--- config.mk ---
export PLATFORM = sky130hd
export DESIGN_NAME = rfd_queue
export DESIGN_NICKNAME = d
export VERILOG_FILES = /design/src/sv/rfd_pkg.sv /design/src/sv/rfd_queue.sv
export SDC_FILE = /design/constraint.sdc
export NUM_CORES = 1
export LEC_CHECK = 0
export ABC_AREA = 1
export ABC_CLOCK_PERIOD_IN_PS = 6340
export BUFFER_PORTS_ARGS = -buffer_cell sky130_fd_sc_hd__clkbuf_2
export CAP_MARGIN = 20
export CORE_ASPECT_RATIO = 0.75
export CORE_MARGIN = 2
export CORE_UTILIZATION = 30
export DETAILED_ROUTE_END_ITERATION = 8
export GPL_ROUTABILITY_DRIVEN = 0
export PLACE_DENSITY_LB_ADDON = 0.25
export SYNTH_ARGS = -nofsm -noshare
export SYNTH_HDL_FRONTEND = slang
export SYNTH_SLANG_ARGS = --single-unit
--- constraint.sdc ---
create_clock -name clk -period 6.34 [get_ports clk]
set_input_delay 0.634 -clock clk [delete_from_list [all_inputs] [get_ports clk]]
set_output_delay 0.634 -clock clk [all_outputs]
set_load 0.05 [all_outputs]
--- src/sv/rfd_pkg.sv ---
`timescale 1ns / 1ps
// ----------------------------------------------------------------------------
// rfd_pkg
// Shared types and constants of the relay forward decision core.
// ----------------------------------------------------------------------------
package rfd_pkg;

  localparam logic [2:0] REG_OWN_NODE_ID        = 3'd0;
  localparam logic [2:0] REG_NUM_VEHICLES       = 3'd1;
  localparam logic [2:0] REG_MAX_DELAY_US       = 3'd2;
  localparam logic [2:0] REG_MAX_LOSS_PERCENT   = 3'd3;
  localparam logic [2:0] REG_FORWARD_ALL        = 3'd4;
  localparam logic [2:0] REG_NO_FORWARD         = 3'd5;
  localparam logic [2:0] REG_PACKET_INTERVAL_US = 3'd6;

  localparam logic [6:0] LOSS_SCALE = 7'd100;

  typedef struct packed {
    logic        has_rec;
    logic        rec_up;
    logic [7:0]  rec_dist;
    logic        src_up;
    logic        src_down;
    logic [7:0]  src_dist;
    logic [7:0]  source_id;
    logic [31:0] seq;
    logic [31:0] now;
    logic        delay_chk;
    logic        force_fwd;
    logic        kill_fwd;
  } cmd_t;

  typedef struct packed {
    logic [7:0]  source_id;
    logic [31:0] seq;
  } hist_t;

  typedef struct packed {
    logic        up;
    logic [7:0]  hops;
    logic [31:0] stamp;
  } nbr_t;

endpackage

--- src/sv/rfd_queue.sv ---
`timescale 1ns / 1ps
// ----------------------------------------------------------------------------
// rfd_queue
// Two-entry command queue between the front and back parts.
// ----------------------------------------------------------------------------
module rfd_queue (
  input  logic          clk,
  input  logic          rst,
  input  logic          push,
  input  rfd_pkg::cmd_t wr_data,
  output logic          full,
  input  logic          pop,
  output rfd_pkg::cmd_t rd_data,
  output logic          empty
);

  rfd_pkg::cmd_t slots [2];
  logic          wr_ptr;
  logic          rd_ptr;
  logic [1:0]    count;
  logic          do_push;
  logic          do_pop;

  assign full    = count == 2'd2;
  assign empty   = count == 2'd0;
  assign rd_data = slots[rd_ptr];
  assign do_push = push && !full;
  assign do_pop  = pop && !empty;

  always_ff @(posedge clk) begin
    if (do_push) begin
      slots[wr_ptr] <= wr_data;
    end
  end

  always_ff @(posedge clk) begin
    if (rst) begin
      wr_ptr <= 1'b0;
      rd_ptr <= 1'b0;
      count  <= 2'd0;
    end else begin
      if (do_push) begin
        wr_ptr <= !wr_ptr;
      end
      if (do_pop) begin
        rd_ptr <= !rd_ptr;
      end
      count <= count + {1'b0, do_push} - {1'b0, do_pop};
    end
  end

endmodule

==> reports/qor.yml <==
power:
  leakage_power_uw: 0.00356
  power.ir.vdd_worst_v: 0.000250
  pwr_density_cell_nw_per_um2: 454
final_layout:
  fin_area_um2: 9220
  layout_cell_share_with_drive_strength_beyond_1_pct: 59.3
  layout_commonest_cell: "clkbuf_2"
  final_cell_utilization_of_the_core_pct: 38.5
  area_delta_synth_final_pct: 26.1
  layout.cells.most_common_list: "clkbuf_2, edfxtp_1, mux2_4"
  design.final.nets: 643
  antennaDiodeCount: 0
clocking:
  ctsResizeCount: 0
  clock_sinks: 195
  worstSkewPairLatency_ns: 0.44
  htree_levels: 4
  cts_post_setup_buffers_inserted: 0
  cts_root_buf: "clkbuf_16"
  clkTransAtPathRegs_ns: 0.07
  cts_inserted_buffers: 17
  largest_buffer_count_on_any_clock_path: 2
  tritoncts: "done"
  holdBufCountCts: 0
sta:
  fin_crit_sh_pct: 54.3
  tightestPinTransition_ns: 1.03
  grt_setup_unrepaired: "no"
  final-setup-viol-count: 0
  final.setup.tns_ns: 0
  finalHoldViolations: 0
  max_slew_margin_pct: 31.2
  setup_slack_ns: 2.90
  fmax_mhz: 291
  clock-skew-final_ns: 0.0168
  final_count_of_pins_violating_max_slew: 0
  final.min_clock_period_ns: 3.44
floorplan:
  die_h_um: 139
  initial_utilization_pct: 30.5
  core_region_area_um2: 24000
  die_area_um2: 25700
  boundaryPins: 196
  placementRows: 49
  die_w_um: 184
drt:
  route.detailed.vias_per_inst: 4.16
  drc_errors: 0
  via_count: 3684
  drt-initial-drc-count: 183
  routed_wire_length_per_instance_um: 16.1
  tritonroute_pass_1_iters: 4
  postRouteWirelength_um: 14200
  antenna_left: 0
grt:
  globalRoute.busiestLayer: "met2"
  grt_antenna_before_repair: 0
  gr-usage-met2_pct: 18.0
  grt.overflow.total: 0
  met1_track_demand_over_resource_in_global_routing_pct: 13.9
  use_met3_pct: 4.82
  globalRouteTotalUtil_pct: 11.5
  grt_max_degree: 63
  first_global_vias: 4063
  grt_pass1_wl_um: 21900
synth:
  post_synth.cell_area_avg_um2: 21.8
  netlist_instances: 335
  yosysUniqueCellTypes: 13
  seq_area_frac_synth_pct: 79.3
  synthesis.area_um2: 7320
  synth_warnings: 0
  mappedNetlistNets: 436
  synth-seq-cells: 195
placement:
  place_area_um2: 8640
  place.detailed.hpwl_um: 9350
  io_buffers: 195
  place_worst_setup_slack_ns: 3.26
critical_path:
  critPathArrivalTime_ns: 2.81
  crit_path_start_kind: "flip-flop"
  r2r_setup_slack_ns: 3.93
  worst-endpoint-required_ns: 5.71
  worst_reg2reg_path_startpoint: "count[0]$_SDFF_PP0_"
  end_kind: "primary output"
  maximum_fanout_encountered_on_the_critical_timing_path: 56
  path_class: "reg2out"
min_path:
  hold_path.class: "in2reg"
  worst_hold_startpoint: "rst"
flow_run:
  number_of_maximum_capacitance_constraint_violations: 0
outcome:
  status: "finished clean"
## state kept, by name, summed over array words and instances, names as in the netlist, named ones only
register,flops
count,2
rd_ptr,1
slots,190
wr_ptr,1
## worst paths after layout
path,depth (start not counted),to
hold reg to reg,2,flip-flop
setup reg to reg,6,slots[0][28]$_DFFE_PP_
hold / removal,2,count[0]$_SDFF_PP0_
setup / recovery,3,rd_data[18]
## Yosys cell counts
| cell type | count | area share, % |
|---|---|---|
| edfxtp_1 | 190 | 78 |
| mux2_4 | 50 | 10 |
| mux2_2 | 45 | 6.9 |
| inv_1 | 10 | 0.51 |
| nor2_1 | 9 | 0.46 |
| nand2_1 | 8 | 0.41 |
| buf_6 | 6 | 0.92 |
| dfxtp_1 | 5 | 1.4 |
| buf_2 | 4 | 0.27 |
| nand3_1 | 3 | 0.21 |
| a21oi_1 | 2 | 0.14 |
| ha_1 | 2 | 0.34 |
| buf_8 | 1 | 0.21 |
## critical path: stages, from the launching register on
cell	delay, ns
dfxtp_4	1.00
buf_4	0.62
mux2_2	0.43
clkbuf_2	0.25
## layer usage
layer  vias to the layer above  share of wire (%)  wire [um]
met5                         -                  0          0
met4                         0                1.5        210
met3                        17                8.0       1140
met2                       141                 46       6500
met1                      1806                 45       6390
li1                       1720                  -          -
## final cells by class
class                      instances  area [um^2]
fill                            2216        14700
sequential                       195         5810
multi-input combinational        119         1380
timing repair buffer             199         1020
clock buffer                      17          425
tap                              331          414
clock inverter                    15          138
inverter                          10         40.0
## cell families (layout without fill, tap and decap cells)
family                   count (synthesis)  count (layout)  share of synthesized area, %
buffers and inverters                   21             241                          1.92
flip-flops                             195             195                          79.3
multiplexers                            95              95                          17.2
AND/OR/NAND/NOR                         20              20                          1.08
AO/OA/AOI/OAI                            2               2                         0.137
adder cells (fa/ha/maj)                  2               2                         0.342
## report_power, final
group          switching, uW  internal (uW)
Combinational           1000            419
Sequential               100           1640
Clock                    514            522
## through the flow
| stage | hold slack (ns) | cells | power [uW] |
|---|---|---|---|
| after floorplan | 0.467 | 335 | 2920 |
| after global placement | 0.487 | 853 | 3180 |
| after detailed placement | 0.484 | 853 | 3200 |
| after CTS | 0.348 | 885 | 4250 |
| after global routing | 0.353 | 886 | 4390 |
| final | 0.376 | 886 | 4190 |
Power figures use the tool's default switching activity.
