[src/sv/rfd_pkg.sv]
`timescale 1ns / 1ps
// ----------------------------------------------------------------------------
// rfd_pkg
// Shared types and constants of the relay forward decision core.
// ----------------------------------------------------------------------------
package rfd_pkg;

  localparam logic [2:0] REG_OWN_NODE_ID        = 3'd0;
  localparam logic [2:0] REG_NUM_VEHICLES       = 3'd1;
  localparam logic [2:0] REG_MAX_DELAY_US       = 3'd2;
  localparam logic [2:0] REG_MAX_LOSS_PERCENT   = 3'd3;
  localparam logic [2:0] REG_FORWARD_ALL        = 3'd4;
  localparam logic [2:0] REG_NO_FORWARD         = 3'd5;
  localparam logic [2:0] REG_PACKET_INTERVAL_US = 3'd6;

  localparam logic [6:0] LOSS_SCALE = 7'd100;

  typedef struct packed {
    logic        has_rec;
    logic        rec_up;
    logic [7:0]  rec_dist;
    logic        src_up;
    logic        src_down;
    logic [7:0]  src_dist;
    logic [7:0]  source_id;
    logic [31:0] seq;
    logic [31:0] now;
    logic        delay_chk;
    logic        force_fwd;
    logic        kill_fwd;
  } cmd_t;

  typedef struct packed {
    logic [7:0]  source_id;
    logic [31:0] seq;
  } hist_t;

  typedef struct packed {
    logic        up;
    logic [7:0]  hops;
    logic [31:0] stamp;
  } nbr_t;

endpackage

[src/sv/rfd_front.sv]
`timescale 1ns / 1ps
// ----------------------------------------------------------------------------
// rfd_front
// Classifies an incoming packet against the configuration into a command.
// ----------------------------------------------------------------------------
module rfd_front (
  input  logic [7:0]    own_node_id,
  input  logic [8:0]    num_vehicles,
  input  logic [31:0]   max_delay_us,
  input  logic          forward_all,
  input  logic          no_forward,
  input  logic [31:0]   packet_interval_us,
  input  logic [7:0]    link_sender_id,
  input  logic [31:0]   tx_stamp_us,
  input  logic [31:0]   seq_number,
  input  logic [7:0]    source_id,
  input  logic [31:0]   origin_stamp_us,
  input  logic [31:0]   now_us,
  output rfd_pkg::cmd_t cmd
);

  logic [31:0] tx_age;
  logic [31:0] origin_age;
  logic [8:0]  last_idx;
  logic        end_node;

  assign tx_age     = now_us - tx_stamp_us;
  assign origin_age = now_us - origin_stamp_us;
  assign last_idx   = num_vehicles - 9'd1;
  assign end_node   = (own_node_id == 8'd0) ||
                      ((num_vehicles != 9'd0) && ({1'b0, own_node_id} == last_idx));

  always_comb begin
    cmd.has_rec   = link_sender_id != own_node_id;
    cmd.rec_up    = link_sender_id < own_node_id;
    cmd.rec_dist  = cmd.rec_up ? own_node_id - link_sender_id
                               : link_sender_id - own_node_id;
    cmd.src_up    = source_id < own_node_id;
    cmd.src_down  = source_id > own_node_id;
    cmd.src_dist  = cmd.src_up ? own_node_id - source_id : source_id - own_node_id;
    cmd.source_id = source_id;
    cmd.seq       = seq_number;
    cmd.now       = now_us;
    cmd.delay_chk = (max_delay_us != 32'd0) && (tx_age > max_delay_us);
    cmd.force_fwd = forward_all;
    cmd.kill_fwd  = end_node || (origin_age > packet_interval_us) || no_forward;
  end

endmodule

[config.mk]
export PLATFORM = sky130hd
export DESIGN_NAME = rfd_front
export DESIGN_NICKNAME = d
export VERILOG_FILES = /design/src/sv/rfd_pkg.sv /design/src/sv/rfd_front.sv
export SDC_FILE = /design/constraint.sdc
export NUM_CORES = 1
export LEC_CHECK = 0
export ABC_CLOCK_PERIOD_IN_PS = 5300
export BUFFER_PORTS_ARGS = -buffer_cell sky130_fd_sc_hd__buf_2
export CAP_MARGIN = 20
export CORE_ASPECT_RATIO = 0.8
export CORE_UTILIZATION = 44
export DETAILED_ROUTE_END_ITERATION = 10
export PLACE_DENSITY = 0.85
export REMOVE_ABC_BUFFERS = 1
export SYNTH_ARGS = -nofsm -noshare
export SYNTH_HDL_FRONTEND = slang
export SYNTH_SLANG_ARGS = --single-unit
[constraint.sdc]
create_clock -name vclk -period 5.3
set_input_delay 0.53 -clock vclk [all_inputs]
set_output_delay 0.53 -clock vclk [all_outputs]
set_load 0.005 [all_outputs]
==> run summary, run 1 <==
The detailed router finished its first iteration with 426 violations. For the area of the core region, the log shows 15950 um^2. For this block, the via count after detailed routing is 7693. The initial utilization of the core area, before any placement, comes to 45.61%. The total of hold buffers inserted after clock tree synthesis came out at 0. The logs give 17060 um^2 for the floorplan die area and 0% for the register share of total power. Type of destination of the critical path: a primary output.

Based on the critical path, the design can be clocked at up to 0.2018 GHz. DRC violations left: 0. Data on the critical path is required at its endpoint by 4770 ps. In the layout the commonest cells are buf_2 (256), inv_1 (167), ha_1 (157). Measured along the y axis, the die boundary spans 117.0 um. For this design the top-level I/O count stands at 322. The clock network accounts for 0% of the total power. Wires add up to 21.74 mm.

The run gives 0 as the number of flip-flops and latches. Summed over all layers, the global routing overflow is 0. Per report_power, the combinational group accounts for 100.0% of the total. During synthesis, Yosys emitted a total of 0 warnings. Setup violations remaining at the end of the flow were counted as 0. Summing all placed instances gives a cell area of 8224 um^2.

The finished cells cover 8268 um^2. Net switching is 54.00% of the power. The floorplan has 41 rows. In the final layout, the share of cells above drive strength 1 is 23.27%.

In this run the horizontal extent of the chip is 145.8 um. In the final layout, flip-flops and latches occupy 0 um^2. The count of nets left with antenna violations once routing finished came out at 0.

Data on the critical path arrives at its endpoint at 4430 ps. In the final design database the tool counted 1591 nets. By area the synthesized netlist is led by ha_1 (27%), inv_1 (8.6%), buf_4 (7.5%), a21o_1 (6.5%), xnor2_1 (6.5%). In the finished design, the share of the clock period the worst path needs comes to 93.52%.

The area share of the largest cell type after synthesis is 26.99%. Max-cap violations in this run came to 0. The number of antenna violations at the first check in global routing was 3; the pin count of the biggest net entering global routing was 12. The worst-case IR drop observed on VDD is 0.00007219 V.

The tools report the share of the core filled with cells in the final layout as 51.82%. For the post-detailed-placement half-perimeter wirelength, the log shows 19.30 mm. Subtracting the final worst setup slack from the clock period gives 4957 ps. The via count of the first global-routing pass was 7043; the slew of the pin with the lowest slew margin was 656.9 ps. Count of clock buffers in the final design: 0.

The nature of the critical path startpoint was an input pin. For the final hold violation count, the log shows 0. The tools report the worst hold slack after final layout as 1060 ps.

The count of input and output buffers was 256; the post-synthesis cell area was 7277 um^2. The worst setup path is of the input pin to primary output kind. The overall global routing resource usage was 24.25%.

The flow ran to the end, and the final reports show no timing, DRC or antenna violations. In the final routed layout, each cell accounts on average for 15.38 um. Adding up every negative setup slack in the final design gives 0 ps. The first global-routing pass estimated 34.00 mm of wire. At the end of routability-driven placement, the weighted congestion stood at 0.9197.

The distinct cell type count of the synthesized netlist is 60. The first detailed-routing pass took 5 iterations. In this run the power spent charging and discharging nets is 0.5691 mW.

The path type of the worst min-delay path is input pin to primary output. The post-synthesis to final-layout area growth was 13.62%. Using the TritonRoute via totals, the vias-per-cell ratio works out to 5.441. Count of final max-slew check failures: 0.

The worst pin sits at a relative slew slack of 55.08%. The library cell used most frequently in the layout, excluding fill and tap cells, is buf_2. The tools report the share of the yosys chip area belonging to registers as 0%. Setup repair after global routing left no endpoint under its margin. Summed over all cells, the static leakage comes to 4.809 nW. The antenna diode instance count was 0.

The total power density per cell area is 127.5 nW/um^2, and the average size of a mapped cell is 7.065 um^2. The tools report the cell internal power dissipation as 0.4847 mW. Summed over all instances, the cell type with the most area after synthesis is ha_1. Counting every instance in the synthesized netlist gives 1030. The maximum fanout encountered on the critical timing path was 3.
-- metrics by stage --
stage	worst slack [ps]	power, mW	cells
after detailed placement	219.9	1.032	1413
final	343.5	1.054	1414
after floorplan	999.1	0.7089	938
after global routing	52.69	1.186	1414
after global placement	261.1	1.005	1413
after CTS	178.2	1.040	1413
-- cell type report --
type / instances / area [um^2]
fillers: 1608 / 7686
well taps: 215 / 269.0
inverters: 167 / 626.9
multi-input cells: 771 / 6053
repair buffers: 261 / 1319
-- metal layers --
| layer | up-vias | global-route usage, % | share of wire, % |
|---|---|---|---|
| li1 | 3893 | - | - |
| met1 | 3462 | 31.75 | 45 |
| met2 | 308 | 41.75 | 45 |
| met3 | 26 | 5.233 | 8.3 |
| met4 | 4 | 3.439 | 1.4 |
| met5 | - | 1.111 | 0.12 |
-- logic make-up after synthesis --
kind of cell	synth area share [%]
compound gates	26.74
mux	2.390
buf+inv	17.31
fa+ha+maj	28.65
simple gates	15.77
xor+xnor	9.147
-- cell usage after synthesis (5+ instances only) --
library cell / number
inv_1: 167
ha_1: 157
a21oi_1: 83
buf_4: 73
a21o_1: 63
xnor2_1: 54
nand2_1: 50
o21ai_0: 46
nor2_1: 37
nand4_1: 26
xor2_1: 22
nand3_1: 21
nor2b_1: 20
nor4_1: 18
mux2i_1: 14
clkbuf_1: 13
nand2b_1: 13
o21ai_1: 13
o21bai_1: 10
a211oi_1: 9
a31oi_1: 9
and3_1: 9
nor3_1: 8
o211ai_1: 7
o21a_1: 7
and2_1: 6
fa_1: 6
a21boi_0: 5
buf_2: 5
-- worst max-delay path, cell delays in order --
cell      delay, ps
buf_2           100
inv_1            70
ha_1            170
inv_1            60
fa_1            430
a211oi_2        250
nor4_1          110
o41ai_1         370
nand2b_1        160
a221oi_2        360
o21ai_1         180
a31oi_1         250
xnor2_1         110
ha_1            300
nand4_1         120
nor4_1          380
o21ai_0         160
a31oi_1         170
buf_2           140
-- what timing repair did --
action / CTS / global route
hold endpoints to repair: 0 / 0
resized for setup: 0 / 6
setup buffers: 0 / 1
endpoints found under the setup margin: 0 / 1
-- power groups by stage --
stage	clock, mW	sequential, mW	combinational [mW]
2_1_floorplan	0	0	0.709
3_3_place_gp	0	0	1.01
3_5_place_dp	0	0	1.03
4_1_cts	0	0	1.04
5_1_grt	0	0	1.19
6_report	0	0	1.05
-- worst paths after layout --
| path | start | end | slack (ps) | cells past startpoint |
|---|---|---|---|---|
| worst max-delay path | now_us[0] | cmd[2] | 340 | 19 |
| worst min-delay path | seq_number[0] | cmd[35] | 1060 | 0 |
(Power assumes the default switching activity.)
==> run 2, diff against run 1 <==
Settings changed: BUFFER_PORTS_ARGS -buffer_cell sky130_fd_sc_hd__buf_2 to -buffer_cell sky130_fd_sc_hd__buf_4, CORE_UTILIZATION 44 to 50, PLACE_DENSITY 0.85 to 0.94.
==> run 2 against run 1 <==
- cell area increased by 7.1%
- sequential share of layout area unchanged
- highest routed layer is now met4
- critical path type unchanged
- core utilization increased by 10 points
- total power increased by 7.3%
- count of clock-buffer cells in the layout unchanged
- first-iteration DRC count increased by 14%
==> run summary, run 2 (same netlist as run 1, synthesis figures left out) <==
The worst hold slack after final layout is 1060 ps (unchanged). The per-cell routed wire length works out to 16.14 um (+5.0%). Number of iterations in the first detailed-routing pass: 6 (+1).

The tools report the number of maximum-capacitance violations as 0 (unchanged). STA classifies the critical path endpoint as a primary output. The library cell used most frequently in the layout, excluding fill and tap cells, is buf_4. The cell count of the worst hold path was 0 (unchanged); the peak supply drop was 0.00008503 V (+18%). The final total power was 1.131 mW (+7.3%).

The logs give 322 (unchanged) for the count of boundary I/O pins and 0 (unchanged) for the DRC violations left. The final clock period utilization by the worst path was 94.42% (+0.90 points); the total power density per cell area was 127.7 nW/um^2 (+0.17%). The worst-path cell with the longest stage delay was fa_1. The library cells used most frequently in the layout, excluding fill and tap cells, are buf_4 (261), inv_1 (167), ha_1 (157). Share of final-layout standard cells stronger than drive strength 1: 23.10% (-0.17 points). Post-detailed-placement half-perimeter wirelength: 19.58 mm (+1.4%). The tools report the first-pass GRT wire length as 34.25 mm (+0.75%). The number of flip-flops and latches is 0 (unchanged). The run gives 0 (unchanged) as the sum of overflow across all layers after global routing. The sum of routed wire length over all layers is 22.32 mm (+2.6%), and the count of input and output buffers is 256 (unchanged). The tools report the first-iteration detailed-routing DRC count as 485 (+14%). The final period demand of the worst path was 5004 ps (+47.69 ps). The delay of the slowest cell on the worst path was 410 ps (-20 ps); the via count was 7904 (+2.7%).

The run gives 14250 um^2 (-11%) as the area of the core region. The data required time of the critical path is 4770 ps (about the same), and the final hold violation count is 0 (unchanged). The leakage power summed over all cells was 5.030 nW (+4.6%); the net count of the finished layout was 1591 (unchanged). The post-detailed-route count of antenna-violating nets came out at 0 (unchanged).

The post-synthesis to final-layout area growth was 21.73%. The sequential cell area was 0 um^2 (unchanged). The pin count of the biggest net entering global routing was 13 (+1). The min-delay analysis places its worst path in the category input pin to primary output.

The effective utilization at floorplan came out at 51.07% (+5.5 points). The setup violation total in the final timing report was 0 (unchanged). The tools report the count of final max-slew check failures as 0 (unchanged).

The net switching share of the total power works out to 51.10% (-2.9 points). The logs give 0 (unchanged) for the antenna diode instance count and 100.0% (about the same) for the portion of total power attributed to combinational logic. The placer congestion estimate was 0.9361 (+1.8%); the slew of the pin with the lowest slew margin was 856.8 ps (+200.0 ps).

Cell area after placement: 8826 um^2 (+7.3%). The buffer and inverter count on the worst path is 4 (unchanged). The overall die width is 136.9 um (-6.1%). The run gives 0 (unchanged) as the count of clock buffers in the final design. The worst hold path terminates at cmd[63]. The run finished with clean final reports. The worst slew margin relative to its limit was 41.40% (-14 points); the highest achievable clock rate was 0.1998 GHz (-0.95%). The routed via count divided by cell count is 5.715 (+5.0%). The overall global routing resource usage is 28.33% (+4.1 points). The die height was 109.9 um (-6.1%). The worst setup path is of the input pin to primary output kind.

Traced cell by cell, the critical path runs through buf_4 -> inv_1 -> ha_1 -> inv_1 -> fa_1 -> a21oi_2 -> o211ai_1 -> o31ai_4 -> o21ai_1 -> a211oi_2 -> o21ai_1 -> a221oi_1 -> xnor2_1 -> ha_1 -> nand4_1 -> nor4_2 -> and3_1 -> o221ai_1 -> buf_4. The cell internal power dissipation was 0.5531 mW (+14%); the final standard cell area without fillers was 8859 um^2 (+7.1%). Cell family with the largest share of critical-path delay: compound AO/OA/AOI/OAI gates. The maximum fanout encountered on the critical timing path was 4 (+1); the via count of the first global-routing pass was 7320 (+3.9%).

The run gives 4470 ps (+40 ps) as the arrival time at the worst endpoint. For the fraction of power consumed by the clock network, the log shows 0% (unchanged). The logs give 15040 um^2 (-12%) for the floorplan die area and 39 (-4.9%) for the floorplan row count.

The switching power total came out at 0.5780 mW (+1.6%). Setup repair after global routing left no endpoint under its margin. The tools report the register share of total power as 0% (unchanged).

The number of antenna violations at the first check in global routing was 0 (-3). In this run the most critical hold path is launched from seq_number[28]. The setup TNS after final layout came out at 0 ps (unchanged).

The tools report the nature of the critical path startpoint as an input pin.
## run 2: layer usage
layer	wire [um]	vias up	GRT usage [%]	part of all wire (%)
li1	-	3883	-	-
met1	9606	3544	36.67	43
met2	9852	430	47.43	44
met3	2304	47	6.408	10
met4	554	0	6.829	2.5
met5	0	-	0	0
## run 2: how the worst max path moves through the flow
stage                     startpoint     end  slack (ps)  depth (start not counted)
after floorplan            now_us[0]  cmd[0]        1000                         17
after global placement     now_us[0]  cmd[0]         260                         19
after detailed placement   now_us[0]  cmd[0]         160                         19
after CTS                  now_us[0]  cmd[0]         140                         19
after global routing       now_us[0]  cmd[0]          20                         19
final                      now_us[0]  cmd[0]         300                         19
## run 2: through the flow
step / std cells / setup WS (ps) / utilization, %
floorplan: 938 / 999.1 / -
global placement: 1382 / 259.9 / 61.94
detailed placement: 1382 / 163.6 / 61.94
CTS: 1382 / 136.7 / 61.94
global route: 1383 / 22.44 / 62.17
finish: 1383 / 295.8 / 62.17
## run 2: layout make-up
type	instances	area, um^2
Timing Repair Buffer	261	1959
Inverter	167	626.9
Tap cell	184	230.2
Fill cell	1288	5390
Multi-Input combinational cell	771	6042
## run 2: power groups by stage
stage	Combinational, mW	Sequential (mW)	Clock (mW)
final	1.13	0	0
after global routing	1.26	0	0
after CTS	1.11	0	0
after detailed placement	1.11	0	0
after global placement	1.07	0	0
after floorplan	0.709	0	0
## run 2: what timing repair did
action | CTS | global route
gates resized for setup | 0 | 4
setup endpoints to repair | 0 | 1
setup buffers | 0 | 1
hold buffers | 0 | 0
==> run 3, diff against run 2 <==
--- a/config.mk
+++ b/config.mk
@@ -10,6 +10,6 @@
 export CAP_MARGIN = 20
-export CORE_ASPECT_RATIO = 0.8
-export CORE_UTILIZATION = 50
+export CORE_AREA = 2 2 124 126
 export DETAILED_ROUTE_END_ITERATION = 10
-export PLACE_DENSITY = 0.94
+export DIE_AREA = 0 0 126 128
+export PLACE_DENSITY = 0.93
 export REMOVE_ABC_BUFFERS = 1
==> constraint.sdc (replaced) <==
create_clock -name vclk -period 5.3
set_input_delay 0.795 -clock vclk [all_inputs]
set_output_delay 0.795 -clock vclk [all_outputs]
set_load 0.005 [all_outputs]
==> run 3 against run 2 <==
- critical path depth rose by 2
- final cell count rose by 3.5%
- die area rose by 7.2%
- largest power group unchanged
- sequential share of layout area did not move
- core utilization rose by 1.7 points
- non-clock buffer count rose by 44
- sequential cell count did not move
- setup slack got worse by 180 ps
- maximum frequency fell by 3.5%
- combinational power rose by 11%
- cell area rose by 7.1%
==> run summary, run 3 (same netlist as run 1, synthesis figures left out) <==
The flow ran to the end, and the final reports show no timing, DRC or antenna violations. The per-cell routed wire length was 17.19 um (+6.5%). For the count of final max-slew check failures, the log shows 0 (unchanged). Cell area after placement: 9079 um^2 (+2.9%). The floorplan row count was 45 (+15%); the maximum fanout encountered on the critical timing path was 3 (-1).

The tools report the nature of the critical path startpoint as an input pin. The overall die width is 126 um (-7.9%), and the number of flip-flops and latches is 0 (unchanged). The slew of the pin with the lowest slew margin was 632.4 ps (-224.4 ps); the worst slew margin relative to its limit was 57.45% (+16 points). The setup path with the least slack is of type input pin to primary output. Sum of routed wire length over all layers: 24.60 mm (+10%). The run gives 9492 um^2 (+7.1%) as the final standard cell area without fillers. Setup repair after global routing could not meet its margin everywhere. The die height works out to 128 um (+16%). The first-iteration detailed-routing DRC count is 565 (+16%), and the total power density per cell area is 131.6 nW/um^2 (+3.1%). The routed via count divided by cell count was 5.769 (+0.94%); the highest achievable clock rate was 0.1928 GHz (-3.5%).

The tools report the post-detailed-route count of antenna-violating nets as 0 (unchanged). The tools report the arrival time at the worst endpoint as 4390 ps (-80 ps). The overall global routing resource usage is 27.48% (-0.85 points), and the DRC violations left is 0 (unchanged).

The cell count of the worst hold path works out to 0 (unchanged). The final clock period utilization by the worst path works out to 97.85% (+3.4 points). Via count of the first global-routing pass: 7899 (+7.9%). The effective utilization at floorplan was 48.96% (-2.1 points); the count of input and output buffers was 256 (unchanged).

The tools report the floorplan die area as 16130 um^2 (+7.2%). The run gives 1590 ps (+530.0 ps) as the worst hold slack after final layout. The library cell used most frequently in the layout, excluding fill and tap cells, is buf_4.

The placer congestion estimate is 0.9470 (+1.2%), and the number of placed cells counting well taps is 1419 (+2.7%). The peak supply drop was 0.00006620 V (-22%). From synthesis to final layout, the design area changed by 30.43%. The path type of the worst min-delay path is input pin to primary output. The final total power was 1.250 mW (+10%). The run gives 5.318 nW (+5.7%) as the leakage power summed over all cells.

The logs give 13 (unchanged) for the pin count of the biggest net entering global routing and 0 ps (unchanged) for the setup TNS after final layout. The area of the core region came out at 14860 um^2 (+4.3%). The run gives 1431 (+3.5%) as the final standard cell count with taps included and fillers excluded. For the setup violation total in the final timing report, the log shows 0 (unchanged).

Post-detailed-placement half-perimeter wirelength: 20.57 mm (+5.1%). The logs give 0 (unchanged) for the sum of overflow across all layers after global routing and 5 (-1) for the number of iterations in the first detailed-routing pass. The number of antenna violations at the first check in global routing was 0 (unchanged); the net count of the finished layout was 1635 (+2.8%).

End point of the worst hold path: cmd[37]. The tools report the via count as 8255 (+4.4%). STA classifies the critical path endpoint as a primary output. The share of final-layout standard cells stronger than drive strength 1 is 28.88% (+5.8 points). The number of maximum-capacitance violations is 0 (unchanged), and the count of boundary I/O pins is 322 (unchanged). The logs give 4510 ps (-260 ps) for the data required time of the critical path and 0 (unchanged) for the final hold violation count. The tools report the count of clock buffers in the final design as 0 (unchanged). The tools report the start point of the worst min-delay path as seq_number[2]. The final period demand of the worst path is 5186 ps (+181.8 ps), and the antenna diode instance count is 0 (unchanged). The top cell types in the final layout, fill and taps aside, are buf_4 (303), inv_1 (162), ha_1 (152). The sequential cell area is 0 um^2 (unchanged), and the first-pass GRT wire length is 36.94 mm (+7.9%).
[run 3: report_power, final]
group / leakage [nW] / internal, mW / total [mW] / switching, mW
logic: 5.32 / 0.621 / 1.25 / 0.628
registers: 0 / 0 / 0 / 0
clock network: 0 / 0 / 0 / 0
[run 3: timing repair]
item	CTS	global route
setup endpoints to repair	2	2
pin swaps	24	52
resized for setup	24	41
hold buffers	0	0
setup buffers	5	9
[run 3: cell type report]
cell class	count	area [um^2]
Multi-Input combinational cell	771	6321
Fill cell	1224	5373
Timing Repair Buffer	305	2301
Inverter	167	634.4
Tap cell	188	235.2
[run 3: worst max path at each step]
stage / startpoint / to / slack [ps] / cells past startpoint
final: now_us[0] / cmd[0] / 110 / 21
after global routing: now_us[0] / cmd[0] / -90 / 21
after CTS: now_us[0] / cmd[2] / 10 / 20
after detailed placement: now_us[0] / cmd[0] / -150 / 19
after global placement: now_us[0] / cmd[0] / -100 / 19
after floorplan: now_us[0] / cmd[0] / 470 / 17
[run 3: per-stage QoR]
stage | utilization, % | setup WS (ps)
after global routing | 63.86 | -92.08
after CTS | 62.06 | 9.975
after detailed placement | 61.08 | -147.2
final | 63.86 | 114.0
after floorplan | - | 469.1
after global placement | 61.08 | -95.56
[run 3: worst max-delay path, cell delays in order]
cell and delay, ps:
buf_8 110, inv_8 50, ha_4 130, inv_2 40
fa_2 400, a21oi_2 170, o211ai_1 160, o31ai_2 220
buf_4 180, o31ai_4 80, a221oi_2 210, buf_4 150
o211ai_1 80, a21oi_1 190, xnor2_1 110, ha_1 280
nand4_1 170, nor4_2 370, and3_1 240, o221ai_2 110
buf_4 150
[run 3: per-layer routing]
layer	wire, um	GRT usage [%]	share of wire (%)	up-vias
li1	-	-	-	3979
met4	770	7.498	3.1	0
met3	2374	7.053	9.7	65
met1	9506	32.27	39	3788
met2	11950	49.37	49	423
met5	0	1.548	0	-
